==> src/rtl/core/bilres_pkg.sv <==
// Shared types and constants for the bilinear resize block with tent prefilter.
// Used by every module in rtl/core; depends on nothing else.
package bilres_pkg;

  localparam int OP_W       = 2;
  localparam int COORD_W    = 8;
  localparam int SMP_W      = 16;
  localparam int SIZE_W     = 9;
  localparam int CFG_IDX_W  = 3;
  localparam int CFG_DATA_W = 24;
  localparam int WORK_W     = 24;
  localparam int STORE_AW   = 2 * COORD_W;
  localparam int LB_AW      = COORD_W + 1;

  localparam int DIV_NW = 56;
  localparam int DIV_DW = 32;
  localparam int DIV_CW = 6;

  localparam int MUL_W  = 26;
  localparam int PROD_W = 2 * MUL_W;
  localparam int ACC_W  = 56;

  localparam logic [SIZE_W-1:0] MAX_SIZE    = 9'd256;
  localparam logic [23:0]       SCALE_FLOOR = 24'd655;
  localparam logic [22:0]       RQ_MAX      = 23'd6619135;

  localparam logic [OP_W-1:0] OP_WRITE = 2'd0;
  localparam logic [OP_W-1:0] OP_RUN   = 2'd1;
  localparam logic [OP_W-1:0] OP_READ  = 2'd2;

  localparam logic [CFG_IDX_W-1:0] CFG_IN_WIDTH   = 3'd0;
  localparam logic [CFG_IDX_W-1:0] CFG_IN_HEIGHT  = 3'd1;
  localparam logic [CFG_IDX_W-1:0] CFG_OUT_WIDTH  = 3'd2;
  localparam logic [CFG_IDX_W-1:0] CFG_OUT_HEIGHT = 3'd3;
  localparam logic [CFG_IDX_W-1:0] CFG_SCALE_X    = 3'd4;
  localparam logic [CFG_IDX_W-1:0] CFG_SCALE_Y    = 3'd5;
  localparam logic [CFG_IDX_W-1:0] CFG_CROP_X     = 3'd6;
  localparam logic [CFG_IDX_W-1:0] CFG_CROP_Y     = 3'd7;

  typedef struct packed {
    logic en;
    logic clr;
  } mac_ctl_t;

  typedef enum logic [4:0] {
    ST_IDLE,
    ST_QDIV,
    ST_QWAIT,
    ST_RDIV,
    ST_RWAIT,
    ST_NORM1,
    ST_NORM2,
    ST_NORM3,
    ST_LOAD,
    ST_LDRAIN,
    ST_TAP,
    ST_TDRAIN,
    ST_TDIV,
    ST_TWAIT,
    ST_LERP0,
    ST_LERP1,
    ST_LERP2,
    ST_DONE
  } state_t;

endpackage

==> src/rtl/core/bilres_mac.sv <==
// Shared signed multiplier with a registered product and an accumulator behind it.
// Depends on bilres_pkg for widths and the control struct.
module bilres_mac (
  input  logic                                clk,
  input  logic signed [bilres_pkg::MUL_W-1:0]  a,
  input  logic signed [bilres_pkg::MUL_W-1:0]  b,
  input  bilres_pkg::mac_ctl_t                 ctl,
  output logic signed [bilres_pkg::PROD_W-1:0] prod,
  output logic signed [bilres_pkg::ACC_W-1:0]  acc
);
  import bilres_pkg::*;

  logic signed [PROD_W-1:0] prod_r, prod_nxt;
  logic signed [ACC_W-1:0]  acc_r;
  logic signed [ACC_W-1:0]  prod_ext;

  assign prod_nxt = a * b;
  assign prod_ext = {{(ACC_W-PROD_W){prod_r[PROD_W-1]}}, prod_r};

  always_ff @(posedge clk) begin
    prod_r <= prod_nxt;
    if (ctl.en) begin
      acc_r <= (ctl.clr ? '0 : acc_r) + prod_ext;
    end
  end

  assign prod = prod_r;
  assign acc  = acc_r;

endmodule

==> config.mk <==
export PLATFORM = sky130hd
export DESIGN_NAME = bilres_mac
export DESIGN_NICKNAME = d
export VERILOG_FILES = /design/src/rtl/core/bilres_pkg.sv /design/src/rtl/core/bilres_mac.sv
export SDC_FILE = /design/constraint.sdc
export NUM_CORES = 2
export LEC_CHECK = 0
export BUFFER_PORTS_ARGS = -buffer_cell sky130_fd_sc_hd__buf_4
export CORE_UTILIZATION = 45
export CTS_CLUSTER_SIZE = 40
export DETAILED_ROUTE_END_ITERATION = 7
export GPL_TIMING_DRIVEN = 0
export HOLD_SLACK_MARGIN = 0.05
export PLACE_DENSITY_LB_ADDON = 0.05
export SYNTH_ARGS = -nofsm -noshare
export SYNTH_HDL_FRONTEND = slang
export SYNTH_SLANG_ARGS = --single-unit
==> constraint.sdc <==
create_clock -name clk -period 8.6 [get_ports clk]
set_input_delay 1.72 -clock clk [delete_from_list [all_inputs] [get_ports clk]]
set_output_delay 1.72 -clock clk [all_outputs]
set_load 0.01 [all_outputs]
### Yosys cells after proc, flatten, opt, wreduce, memory -nomap -nowiden

Index checks and enable logic that the tools add are counted.

* word-level logic and storage cells: 5
* bits in latches: 0
* register bits: 108
* input port bits: 55
* memory bits (writable): 0
* memory bits (read-only): 0
* memories: 0
* output and inout port bits: 108

* reductions and logical operators: 0
* shift-type cells: 0
* multipliers: 1
* div/mod/pow operators: 0
* mux-type cells: 1
* bitwise gates (word level): 0
* order comparisons: 0
* equal/unequal tests: 0
* $add $sub $neg: 1

Operators by type and width (number)
* adder 56 bit: 1
* two-way mux 56 bit: 1
* multiplier 26 x 26 -> 52 bit: 1

### Depth between registers and ports, before layout

* depth after elaboration: 2
* gate-level depth with buffers: 27
* depth with buffers taken out: 25

### Least setup slack after synthesis

OpenSTA, ideal clock, no wires.

* path kind: in2reg
* start point: input port b[5] (netlist name)
* end point: register prod_r[51] (netlist: prod[51])
* library setup time: 0.137 ns
* data required time: 8.463 ns
* setup slack: 0.501 ns
* stages: 24
* arrival time: 7.962 ns
* path through: clkbuf_1 clkbuf_1 nand2_1 fa_1 inv_1 fa_1 inv_1 fa_1 inv_1 fa_1 inv_1 fa_1 inv_1 fa_1 fa_1 ha_1 a21o_1 or3_1 a221oi_1 o31ai_2 a21oi_2 o31a_1 o2111a_1 a211oi_2

* longest elaborated chain between the ends: 1

RTL lines
* start: declaration: line bilres_mac.sv:6 `input logic signed [bilres_pkg::MUL_W-1:0] b,`
* multiplier 26 x 26 -> 52 bit: line bilres_mac.sv:17 `assign prod_nxt = a * b;`
* net prod_nxt[51]: line bilres_mac.sv:13 `logic signed [PROD_W-1:0] prod_r, prod_nxt;`
* end signal: assignment: line bilres_mac.sv:21 `prod_r <= prod_nxt;`
* end: declaration: line bilres_mac.sv:13

The timed path passes the listed nets, and every way through them passes these cells.
A chain may end at the register's enable or synchronous reset.

### Worst setup path in the final report

* start point: input port a[20] (netlist name)
* end point: register prod_r[49] (netlist: prod[49])

* longest elaborated chain between the ends: 1

RTL lines
* start: declaration: line bilres_mac.sv:5 `input logic signed [bilres_pkg::MUL_W-1:0] a,`
* multiplier 26 x 26 -> 52 bit: line bilres_mac.sv:17
* net prod_nxt[49]: line bilres_mac.sv:13

The timed path passes the listed nets, and every way through them passes these cells.

==> results.sh <==
export IMPL_drv_cap=0
export IMPL_fp_row_count=95
export IMPL_cts_root_buf="clkbuf_16"
export IMPL_cp_arrival_ns=8.75
export IMPL_die_area_um2=68900
export IMPL_syn2layout_area_growth_pct=10.4
export IMPL_synthesis_nets=4240
export IMPL_hold_depth=1
export IMPL_cts_tree="yes"
export IMPL_synth_ff_type="edfxtp_1"
export IMPL_via_count=23100
export IMPL_synth_seq_area_share_pct=8.91
export IMPL_syn_avg_cell_area_um2=9.33
export IMPL_cp_start_kind="input pin"
export IMPL_multi_input_area_um2=24700
export IMPL_ys_types=70
export IMPL_grt_pass1_wl_mm=157
export IMPL_clkSinkCount=108
export IMPL_synth_edf_count=56
export IMPL_crit_type="in2reg"
export IMPL_critPathCaptureType="register"
export IMPL_ios=163
export IMPL_drt_initial_drc_count=1756
export IMPL_cts_max_path_buffers=2
export IMPL_path_clk_slew_ns=0.08
export IMPL_ys_warn_count=0
export IMPL_cp_max_fo=10
export IMPL_reg2regPathDepth=13
export IMPL_dp_hpwl_mm=86.7
export IMPL_grt_ovfl_total=0
export IMPL_regArea_um2=2720
export IMPL_period_share_pct=98.6
export IMPL_crit_required_ns=8.87
export IMPL_grt_max_degree=57
export IMPL_fin_cells=4329
export IMPL_fillers=6410
export IMPL_io_buffers=159
export IMPL_ys_ff_latch=108
export IMPL_final_setup_viol_count=0
export IMPL_nNetsFinal=4417
export IMPL_start_util_pct=45.5
export IMPL_die_h_um=263
export IMPL_drc_errors=0
export IMPL_htreeDepth=3
export IMPL_hold_violations=0
export IMPL_fmax_ghz=0.118
export IMPL_track_usage_pct=31.0
export IMPL_status="completed"
export IMPL_drive_gt1_share_pct=9.06
export IMPL_cts_buffers=9
export IMPL_hp_class="reg2reg"
export IMPL_post_route_min_period_ns=8.48
export IMPL_worstMarginPinSlew_ns=0.890
export IMPL_place_congestion=1.01
export IMPL_hold_buffers=0
export IMPL_place_inst=4305
export IMPL_finalHoldWorstSlack_ns=0.630
export IMPL_slew_headroom_pct=40.3
export IMPL_drt_vias_per_instance=5.34
export IMPL_drt_pass1_iter_count=6
export IMPL_rsz0062_at_grt="false"
export IMPL_syn_inst=3273
export IMPL_skew_ns=0.0130
export IMPL_slew_viol_final=0
export IMPL_antenna_found_initial=10
export IMPL_syn_cell_area_um2=30500
export IMPL_grt_pass1_vias=24500
export IMPL_async_flop_share_pct=0
export IMPL_antenna_left=0
export IMPL_routedWlPerCell_um=23.9
export IMPL_core_um2=67200
export IMPL_routed_wl_mm=104
export IMPL_die_w_um=263
export IMPL_clkLatencyLatePin_ns=0.37
[registers in the layout (all words and copies together), names as in the netlist]
signal / flops
prod: 52
acc: 56
[kinds of logic (layout without fill, tap and decap cells)]
family / Yosys count / in the layout / share of synthesized area [%]
AO/OA/AOI/OAI: 324 / 324 / 6.99
XOR/XNOR: 99 / 99 / 2.84
adder cells (fa/ha/maj): 912 / 912 / 54.8
buffers and inverters: 864 / 1046 / 10.7
flip-flops: 108 / 108 / 8.91
multiplexers: 3 / 3 / 0.102
other: 0 / 1 / 0
AND/OR/NAND/NOR: 963 / 963 / 15.7
[cells in the final DEF, fill, tap and decap left out, types with 4 or more instances in the layout]
master,Yosys,routed
a211o_1,4,4
a211oi_1,16,15
a21boi_0,5,5
a21o_1,49,49
a21oi_1,85,84
a31oi_1,12,10
and2_1,303,303
and3_1,16,16
buf_2,6,12
buf_4,1,174
buf_6,0,22
buf_8,0,7
clkbuf_1,126,39
clkbuf_16,0,9
clkbuf_2,0,31
clkbuf_4,0,11
dfxtp_1,52,52
edfxtp_1,56,56
fa_1,711,702
fa_2,0,9
ha_1,201,198
inv_1,730,730
inv_6,0,4
nand2_1,410,410
nand2b_1,24,24
nand3_1,24,24
nand4_1,8,8
nor2_1,77,77
nor2b_1,63,63
nor3_1,19,19
o2111ai_1,7,7
o211ai_1,10,10
o21a_1,17,17
o21ai_0,55,53
o21ai_1,9,10
o21bai_1,12,12
o31ai_1,5,5
xnor2_1,69,69
xor2_1,30,30
[metrics by stage]
stage	setup slack, ns	cell area, µm²	TNS [ns]	util (%)
after floorplan	0.501	30500	0	-
after global placement	-1.55	32800	-32.64	48.9
after detailed placement	-1.54	32800	-31.48	48.9
after CTS	0.000947	33300	0	49.6
after global routing	0.00505	33700	0	50.2
final	0.122	33700	0	50.2
[worst paths after layout]
check,startpoint,end,slack (ns)
worst max-delay path,a[20],prod[49],0.12
worst min-delay path,prod[0],acc[0],0.63
worst max register to register,acc[0],acc[30],4.58
worst min register to register,prod[0],acc[0],0.63
[cell usage after synthesis, types with 17 or more instances]
cell | n | area (µm²)
o21ai_0 | 55 | 275
nor2_1 | 77 | 289
edfxtp_1 | 56 | 1680
xnor2_1 | 69 | 604
a21o_1 | 49 | 368
nand3_1 | 24 | 120
inv_1 | 730 | 2740
o21a_1 | 17 | 128
a21oi_1 | 85 | 425
ha_1 | 201 | 2510
nor2b_1 | 63 | 394
clkbuf_1 | 126 | 473
xor2_1 | 30 | 263
fa_1 | 711 | 14200
and2_1 | 303 | 1900
nand2_1 | 410 | 1540
dfxtp_1 | 52 | 1040
nand2b_1 | 24 | 150
nor3_1 | 19 | 95.1
[critical path: stages]
cell      delay, ns
buf_4          0.16
clkbuf_2       0.27
and2_1         0.23
fa_1           0.56
inv_1          0.07
fa_1           0.58
fa_1           0.53
fa_1           0.59
fa_1           0.60
fa_1           0.43
fa_1           0.55
inv_1          0.06
ha_1           0.35
and3_1         0.21
and3b_1        0.24
nand2_1        0.11
o31ai_4        0.38
a21oi_4        0.12
o31a_1         0.37
buf_4          0.17
o21a_1         0.18
o311ai_2       0.24
[layer usage]
metal,routed length (µm),GRT usage [%],vias up,share of wire [%]
met3,8870,5.49,139,8.6
li1,-,-,10200,-
met2,46100,48.8,935,45
met1,45800,44.4,11900,44
met5,12,0,-,0.012
met4,2740,7.50,2,2.6
[final cells by class]
cell class                      count  area share, %
Multi-Input combinational cell   2301           73.3
Inverter                          731           8.13
Sequential cell                   108           8.07
Timing Repair Buffer              174           3.96
Tap cell                          873           3.24
Buffer                            125           2.45
Clock buffer                       10          0.708
Clock inverter                      6          0.152
Antenna cell                        1        0.00742
[timing repair]
item | 4_1_cts | 5_1_grt
gates resized for setup | 95 | 178
setup buffers | 2 | 13
endpoints found under the setup margin | 30 | 18
pin swaps | 2 | 10
Power is not shown: default switching activity piles up to over one toggle a cycle in this logic, so the estimate is an artifact.
