==> src/rtl/core/bilres_pkg.sv <==
// Shared types and constants for the bilinear resize block with tent prefilter.
// Used by every module in rtl/core; depends on nothing else.
package bilres_pkg;

  localparam int OP_W       = 2;
  localparam int COORD_W    = 8;
  localparam int SMP_W      = 16;
  localparam int SIZE_W     = 9;
  localparam int CFG_IDX_W  = 3;
  localparam int CFG_DATA_W = 24;
  localparam int WORK_W     = 24;
  localparam int STORE_AW   = 2 * COORD_W;
  localparam int LB_AW      = COORD_W + 1;

  localparam int DIV_NW = 56;
  localparam int DIV_DW = 32;
  localparam int DIV_CW = 6;

  localparam int MUL_W  = 26;
  localparam int PROD_W = 2 * MUL_W;
  localparam int ACC_W  = 56;

  localparam logic [SIZE_W-1:0] MAX_SIZE    = 9'd256;
  localparam logic [23:0]       SCALE_FLOOR = 24'd655;
  localparam logic [22:0]       RQ_MAX      = 23'd6619135;

  localparam logic [OP_W-1:0] OP_WRITE = 2'd0;
  localparam logic [OP_W-1:0] OP_RUN   = 2'd1;
  localparam logic [OP_W-1:0] OP_READ  = 2'd2;

  localparam logic [CFG_IDX_W-1:0] CFG_IN_WIDTH   = 3'd0;
  localparam logic [CFG_IDX_W-1:0] CFG_IN_HEIGHT  = 3'd1;
  localparam logic [CFG_IDX_W-1:0] CFG_OUT_WIDTH  = 3'd2;
  localparam logic [CFG_IDX_W-1:0] CFG_OUT_HEIGHT = 3'd3;
  localparam logic [CFG_IDX_W-1:0] CFG_SCALE_X    = 3'd4;
  localparam logic [CFG_IDX_W-1:0] CFG_SCALE_Y    = 3'd5;
  localparam logic [CFG_IDX_W-1:0] CFG_CROP_X     = 3'd6;
  localparam logic [CFG_IDX_W-1:0] CFG_CROP_Y     = 3'd7;

  typedef struct packed {
    logic en;
    logic clr;
  } mac_ctl_t;

  typedef enum logic [4:0] {
    ST_IDLE,
    ST_QDIV,
    ST_QWAIT,
    ST_RDIV,
    ST_RWAIT,
    ST_NORM1,
    ST_NORM2,
    ST_NORM3,
    ST_LOAD,
    ST_LDRAIN,
    ST_TAP,
    ST_TDRAIN,
    ST_TDIV,
    ST_TWAIT,
    ST_LERP0,
    ST_LERP1,
    ST_LERP2,
    ST_DONE
  } state_t;

endpackage

==> src/rtl/core/bilres_div.sv <==
// Restoring radix-2 divider, one quotient bit per cycle.
// Depends on bilres_pkg for its widths.
module bilres_div (
  input  logic                          clk,
  input  logic                          rst_n,
  input  logic                          go,
  input  logic [bilres_pkg::DIV_NW-1:0] num,
  input  logic [bilres_pkg::DIV_DW-1:0] den,
  output logic                          busy,
  output logic                          done,
  output logic [bilres_pkg::DIV_NW-1:0] quot,
  output logic [bilres_pkg::DIV_DW-1:0] rem
);
  import bilres_pkg::*;

  logic              busy_r, done_r;
  logic [DIV_CW-1:0] cnt_r;
  logic [DIV_NW-1:0] q_r;
  logic [DIV_DW-1:0] rem_r, den_r;
  logic [DIV_DW:0]   trial;
  logic              ge;
  logic [DIV_DW-1:0] rem_nxt;

  assign trial   = {rem_r, q_r[DIV_NW-1]};
  assign ge      = trial >= {1'b0, den_r};
  assign rem_nxt = ge ? DIV_DW'(trial - {1'b0, den_r}) : trial[DIV_DW-1:0];

  always_ff @(posedge clk) begin
    if (!rst_n) begin
      busy_r <= 1'b0;
      done_r <= 1'b0;
      cnt_r  <= '0;
    end else begin
      done_r <= 1'b0;
      if (go) begin
        busy_r <= 1'b1;
        cnt_r  <= DIV_CW'(DIV_NW);
      end else if (busy_r) begin
        cnt_r <= cnt_r - 1'b1;
        if (cnt_r == DIV_CW'(1)) begin
          busy_r <= 1'b0;
          done_r <= 1'b1;
        end
      end
    end
  end

  always_ff @(posedge clk) begin
    if (go) begin
      q_r   <= num;
      rem_r <= '0;
      den_r <= den;
    end else if (busy_r) begin
      rem_r <= rem_nxt;
      q_r   <= {q_r[DIV_NW-2:0], ge};
    end
  end

  assign busy = busy_r;
  assign done = done_r;
  assign quot = q_r;
  assign rem  = rem_r;

endmodule

==> config.mk <==
export PLATFORM = sky130hd
export DESIGN_NAME = bilres_div
export DESIGN_NICKNAME = d
export VERILOG_FILES = /design/src/rtl/core/bilres_pkg.sv /design/src/rtl/core/bilres_div.sv
export SDC_FILE = /design/constraint.sdc
export NUM_CORES = 1
export LEC_CHECK = 0
export ABC_AREA = 1
export BUFFER_PORTS_ARGS = -buffer_cell sky130_fd_sc_hd__buf_2
export CAP_MARGIN = 20
export CORE_MARGIN = 3
export CORE_UTILIZATION = 50
export CTS_CLUSTER_SIZE = 16
export DETAILED_ROUTE_END_ITERATION = 7
export GPL_TIMING_DRIVEN = 1
export PLACE_DENSITY = 0.75
export SLEW_MARGIN = 10
export SYNTH_ARGS = -nofsm -noshare
export SYNTH_HDL_FRONTEND = slang
export SYNTH_SLANG_ARGS = --single-unit
==> constraint.sdc <==
create_clock -name clk -period 2.9 [get_ports clk]
set_input_delay 0 -clock clk [delete_from_list [all_inputs] [get_ports clk]]
set_output_delay 0 -clock clk [all_outputs]
set_load 0.03 [all_outputs]
; Yosys cells after proc, flatten, opt, wreduce, memory -nomap -nowiden
; Index checks and enable logic that the tools add are counted.
[word_totals]
register_bits = 128
latch_bits = 0
mem_bits_rw = 0
romBits = 0
memories = 0
[op_classes]
n_addsub = 2
mul = 0
n_div = 0
magnitude_cmp = 1
eq_ne = 1
shift = 0
mux = 9
bitwise_logic = 2
n_reduce_logical = 3
[ops]
columns = operator, count
row1 = $mux 56, 2
row2 = $ge 33x32->1, 1
row3 = $mux 32, 1
row4 = $sub 32x32->32, 1
row5 = $mux 6, 2
row6 = $eq 6x1->1 const B, 1
row7 = $sub 6x1->6 const B, 1
row8 = $mux 1, 4
row9 = $reduce_or 3->1, 1
row10 = $not 1->1, 2
row11 = $reduce_bool 2->1, 1
row12 = $reduce_or 2->1, 1

; Depth between registers and ports, before layout
[depth]
depth_word = 4
mapped_depth = 17

; Worst setup path after synthesis
; No wires, ideal clock.
[synth_path]
kind = register -> register
from = register busy_r (netlist: busy)
to = register q_r[0] (netlist: quot[0]) (enable)
arrival_time_ns = 2.829
path_slack_ns = -0.371
stages_incl_launch_ff = 5
n_path_buf = 2
cell_sequence = dfxtp_1 > clkbuf_1 > nor2_1 > inv_1 > clkbuf_1
[synth_via]
elab_chain_cells = 1
[synth_lines]
columns = item, line
row1 = start: declaration, bilres_div.sv:16  ; logic busy_r, done_r;
row2 = start signal: assignment, bilres_div.sv:30  ; busy_r <= 1'b0;
row3 = start signal: assignment, bilres_div.sv:36  ; busy_r <= 1'b1;
row4 = start signal: assignment, bilres_div.sv:41  ; busy_r <= 1'b0;
row5 = $reduce_bool 2->1 (no line), -
row6 = end signal: assignment, bilres_div.sv:50  ; q_r <= num;
row7 = end signal: assignment, bilres_div.sv:55  ; q_r <= {q_r[DIV_NW-2:0], ge};
row8 = end: declaration, bilres_div.sv:18  ; logic [DIV_NW-1:0] q_r;
; No other way between the ends.
; A chain may end at the register's enable or synchronous reset.

; Final worst setup path
[layout_path]
from = register rem_r[21] (netlist: rem[21])
to = register rem_r[25] (netlist: rem[25])
[layout_via]
elab_chain_cells = 2
elab_cells_between_ends = 3
cone_classes = 1 x add/sub / 1 x order compare / 1 x mux
[layout_lines]
columns = item, line
row1 = start: declaration, bilres_div.sv:19  ; logic [DIV_DW-1:0] rem_r, den_r;
row2 = start signal: assignment, bilres_div.sv:54  ; rem_r <= rem_nxt;
row3 = $sub 32x32->32 or $ge 33x32->1 (tied branches), "bilres_div.sv:26, bilres_div.sv:25"
row4 = $mux 32 *, bilres_div.sv:26  ; assign rem_nxt = ge ? DIV_DW'(trial - {1'b0, den_r}) : trial[DIV_DW-1:0];
; Mark *: on every way between the ends. The rest lies on a longest branch, timed or not.

==> results.yml <==
setup_path:
  endpoint_kind: "register"
  crit_chain: "ha_1 -> nand2_1 -> nand2_1 -> a21oi_1 -> nand2_1 -> nand2_1 -> nand2_2 -> nor2_8 -> buf_4 -> nand3_1 -> nand2_1 -> inv_1 -> nand2_1 -> nand2_1"
  timing.critical_path.arrival_ns: 2.67
  path_max_fanout: 14
  critical_path.startpoint_type: "register"
  critical_path_required_ns: 3.22
  worst-r2r-setup-slack_ns: 0.55
  r2r-start: "rem[21]"
  critical_path.most_common_cell: "sky130_fd_sc_hd__nand2_1"
  critical_path.reg2reg.endpoint: "rem[25]"
  worstRegToRegCells: 14
  crit_path_max_incr_delay_ns: 0.37
  critical_path.slowest_cell: "sky130_fd_sc_hd__ha_1"
  worst-setup-path-type: "register to register"
route:
  drtAntennaViolNets: 0
  postRouteWirelength_um: 23800
  drt_drc_violations_left: 0
  per_cell_routed_wire_length_um: 14.9
  detail_route.first_pass.iterations: 5
  avgViaCountPerCell: 4.98
  drt_iter0_markers: 579
  vias: 7968
final_layout:
  layout.nets: 1503
  fillers: 1267
  final_common_cell: "sky130_fd_sc_hd__nand2_1"
  post_layout_nonfiller_instances: 1601
  area_growth_syn_to_layout_pct: 32.1
  fraction_of_layout_instances_using_a_drive_strength_above_1_pct: 18.8
  mostFrequentLayoutCells: "sky130_fd_sc_hd__nand2_1, sky130_fd_sc_hd__inv_1, sky130_fd_sc_hd__buf_2"
  register_area_mm2: 0.00344
  antenna_cells_inserted: 0
  area_occupied_by_multi_input_gates_mm2: 0.00369
synthesis:
  yosys.area.top_type_share_pct: 32.8
  postSynth.topFlopCell: "sky130_fd_sc_hd__edfxtp_1"
  synth.yosys.seq_area_share_pct: 42.8
  synthCells: 1107
  post_synth.cell_area_avg_um2: 7.27
  netlist_area_mm2: 0.00805
  synth-warning-count: 0
  synth-edff-count: 88
  synth.net_count: 1233
  synth.ff_latch_count: 128
  synth_top_cells_by_area: "sky130_fd_sc_hd__edfxtp_1, sky130_fd_sc_hd__nand2_1, sky130_fd_sc_hd__dfxtp_1, sky130_fd_sc_hd__inv_1, sky130_fd_sc_hd__nand3_1"
  yosys.cell_types.count: 36
  netlist.top_cell.by_area: "sky130_fd_sc_hd__edfxtp_1"
  synth-async-reset-ratio_pct: 0
cts:
  tritoncts.num_buffers: 17
  cts_hold_repair.buffers: 89
  cts.htree.levels: 4
  root_buffer: "sky130_fd_sc_hd__clkbuf_16"
  numClockSinks: 128
  clk_latency_ns: 0.43
  clkSlewWorstSetupHoldPaths_ns: 0.06
  cts-resized-gates: 0
  cts_setup_buffers: 0
  cts_tree: "done"
  cts_max_path_buffers: 2
sta:
  timing.final.max_slew_violations: 0
  fmax_mhz: 426
  worst_pin_slew_ns: 1.02
  tightest_slew_margin_relative_to_the_limit_pct: 31.8
  timing.final.crit_share_pct: 80.9
  final-setup-viol-count: 0
  timing.final.hold_violations: 0
  finClkSkew_ns: 0.00935
  fin_setup_tns_ns: 0
  rsz_0062_raised_after_global_routing: "no"
  period_minus_slack_ns: 2.35
flow_run:
  cap_viol_max_count: 0
power:
  power.switching_mw: 1.50
  power_frac_seq_pct: 41.4
  sw_frac_of_total_pct: 28.4
  vdd.ir_drop.worst_uv: 415
  power.share.clock_pct: 42.6
  pwr_density_cell_mw_per_mm2: 496
  static_leakage_power_nw: 5.67
  power.internal_mw: 3.78
  share_comb_of_total_power_pct: 16.0
die:
  rows: 45
  dieWidth_um: 133
  floorplan.io_pins: 181
  die-area_mm2: 0.0176
  fp.dieH_um: 133
  start_util_pct: 52.0
  core_mm2: 0.0155
global_route:
  grt_antenna_before_repair: 0
  wire_length_of_the_first_global_routing_pass_um: 39000
  gr-usage-all-layers_pct: 27.3
  vias_in_the_first_global_route: 7955
  largest_net_degree_at_the_start_of_global_routing: 90
  grt_remaining_overflow: 0
min_path:
  hold_path_startpoint: "go"
  hold_removal_path_class: "primary input to register"
  min_delay_path_depth: 5
  hold_path_end: "rem[19]"
placed_design:
  dpl.hpwl_um: 16000
  routabilityCongestion: 0.991
  io_buffers: 180
  placed_cells: 1480
status:
  outcome: "complete, no violations"
## worst max-delay path by stage
stage | start | endpoint
6_report | rem[21] | rem[25]
3_3_place_gp | den_r[21] | rem[17]
2_1_floorplan | busy | quot[0]
5_1_grt | den_r[22] | rem[25]
3_5_place_dp | rem[20] | rem[17]
4_1_cts | rem[23] | rem[25]
## final cells by class
| cell class | count | area share (%) |
|---|---|---|
| inverter | 198 | 6.99 |
| tap | 211 | 2.48 |
| clock buffer | 18 | 4.04 |
| clock inverter | 14 | 1.70 |
| timing repair buffer | 278 | 17.6 |
| sequential | 128 | 32.4 |
| multi-input combinational | 754 | 34.7 |
## synth_stat cells, types with 2 or more instances
master                     number
sky130_fd_sc_hd__clkbuf_1      11
sky130_fd_sc_hd__o21bai_1       5
sky130_fd_sc_hd__nor2_2         6
sky130_fd_sc_hd__nand3_2       17
sky130_fd_sc_hd__a31oi_1        2
sky130_fd_sc_hd__buf_12         2
sky130_fd_sc_hd__nand3b_1      10
sky130_fd_sc_hd__edfxtp_1      88
sky130_fd_sc_hd__dfxtp_1       40
sky130_fd_sc_hd__ha_1          34
sky130_fd_sc_hd__xor2_1         3
sky130_fd_sc_hd__buf_2          5
sky130_fd_sc_hd__nor2_4         4
sky130_fd_sc_hd__buf_4          2
sky130_fd_sc_hd__nor2_1        50
sky130_fd_sc_hd__nand2_1      456
sky130_fd_sc_hd__clkinv_1       5
sky130_fd_sc_hd__inv_1        193
sky130_fd_sc_hd__nand2_2        7
sky130_fd_sc_hd__a21oi_1       22
sky130_fd_sc_hd__buf_1          4
sky130_fd_sc_hd__o21ai_0        7
sky130_fd_sc_hd__xnor2_1       11
sky130_fd_sc_hd__nand4_1       10
sky130_fd_sc_hd__nor3_1         3
sky130_fd_sc_hd__buf_6          3
sky130_fd_sc_hd__o21ai_1       13
sky130_fd_sc_hd__nand3_1       86
## flip-flops by register name, indices dropped and copies added (netlist names)
name   count
busy       1
cnt_r      6
den_r     32
done       1
quot      56
rem       32
## cell families (layout without fill, tap and decap cells)
| logic type | count (synthesis) | in the layout | share of synthesized area, % |
|---|---|---|---|
| buf+inv | 225 | 508 | 11.4 |
| xor+xnor | 14 | 14 | 1.52 |
| compound gates | 50 | 50 | 3.33 |
| simple gates | 655 | 655 | 35.5 |
| flops | 128 | 128 | 42.8 |
| fa+ha+maj | 35 | 35 | 5.54 |
## per-layer routing
metal	share of wire [%]	up-vias	routed length, µm	global-route usage (%)
li1	-	3982	-	-
met1	41	3603	9750	33.7
met2	49	340	11600	46.8
met3	8.5	43	2030	7.19
met4	1.9	0	454	8.14
met5	0	-	0	0
## power groups by stage
stage	clock, mW	combinational (mW)	sequential (mW)
after floorplan	0	0.315	2.37
after global placement	0	0.720	2.21
after detailed placement	0	0.732	2.21
after CTS	2.26	0.825	2.17
after global routing	2.33	0.920	2.20
final	2.25	0.845	2.18
## worst max-delay path: cells and delay by family (launching register included)
family                     cells  cell delay [ns]
adders and majority gates      1             0.37
AOI/OAI and AO/OA              1             0.20
DFF                            1             0.34
and+or+nand+nor               10             1.01
buffers and inverters          2             0.31
## metrics by stage
stage	cell area [µm²]	utilization (%)	worst slack (ns)	total power [mW]	hold slack [ns]
final	10600	68.6	0.555	5.27	0.105
after global routing	10600	68.6	0.347	5.45	0.102
after CTS	10600	68.6	0.582	5.26	0.0933
after detailed placement	9130	58.9	0.595	2.94	0.178
after global placement	9130	58.9	0.579	2.93	0.177
after floorplan	8050	-	0.553	2.68	0.0989
(Power assumes the default switching activity.)
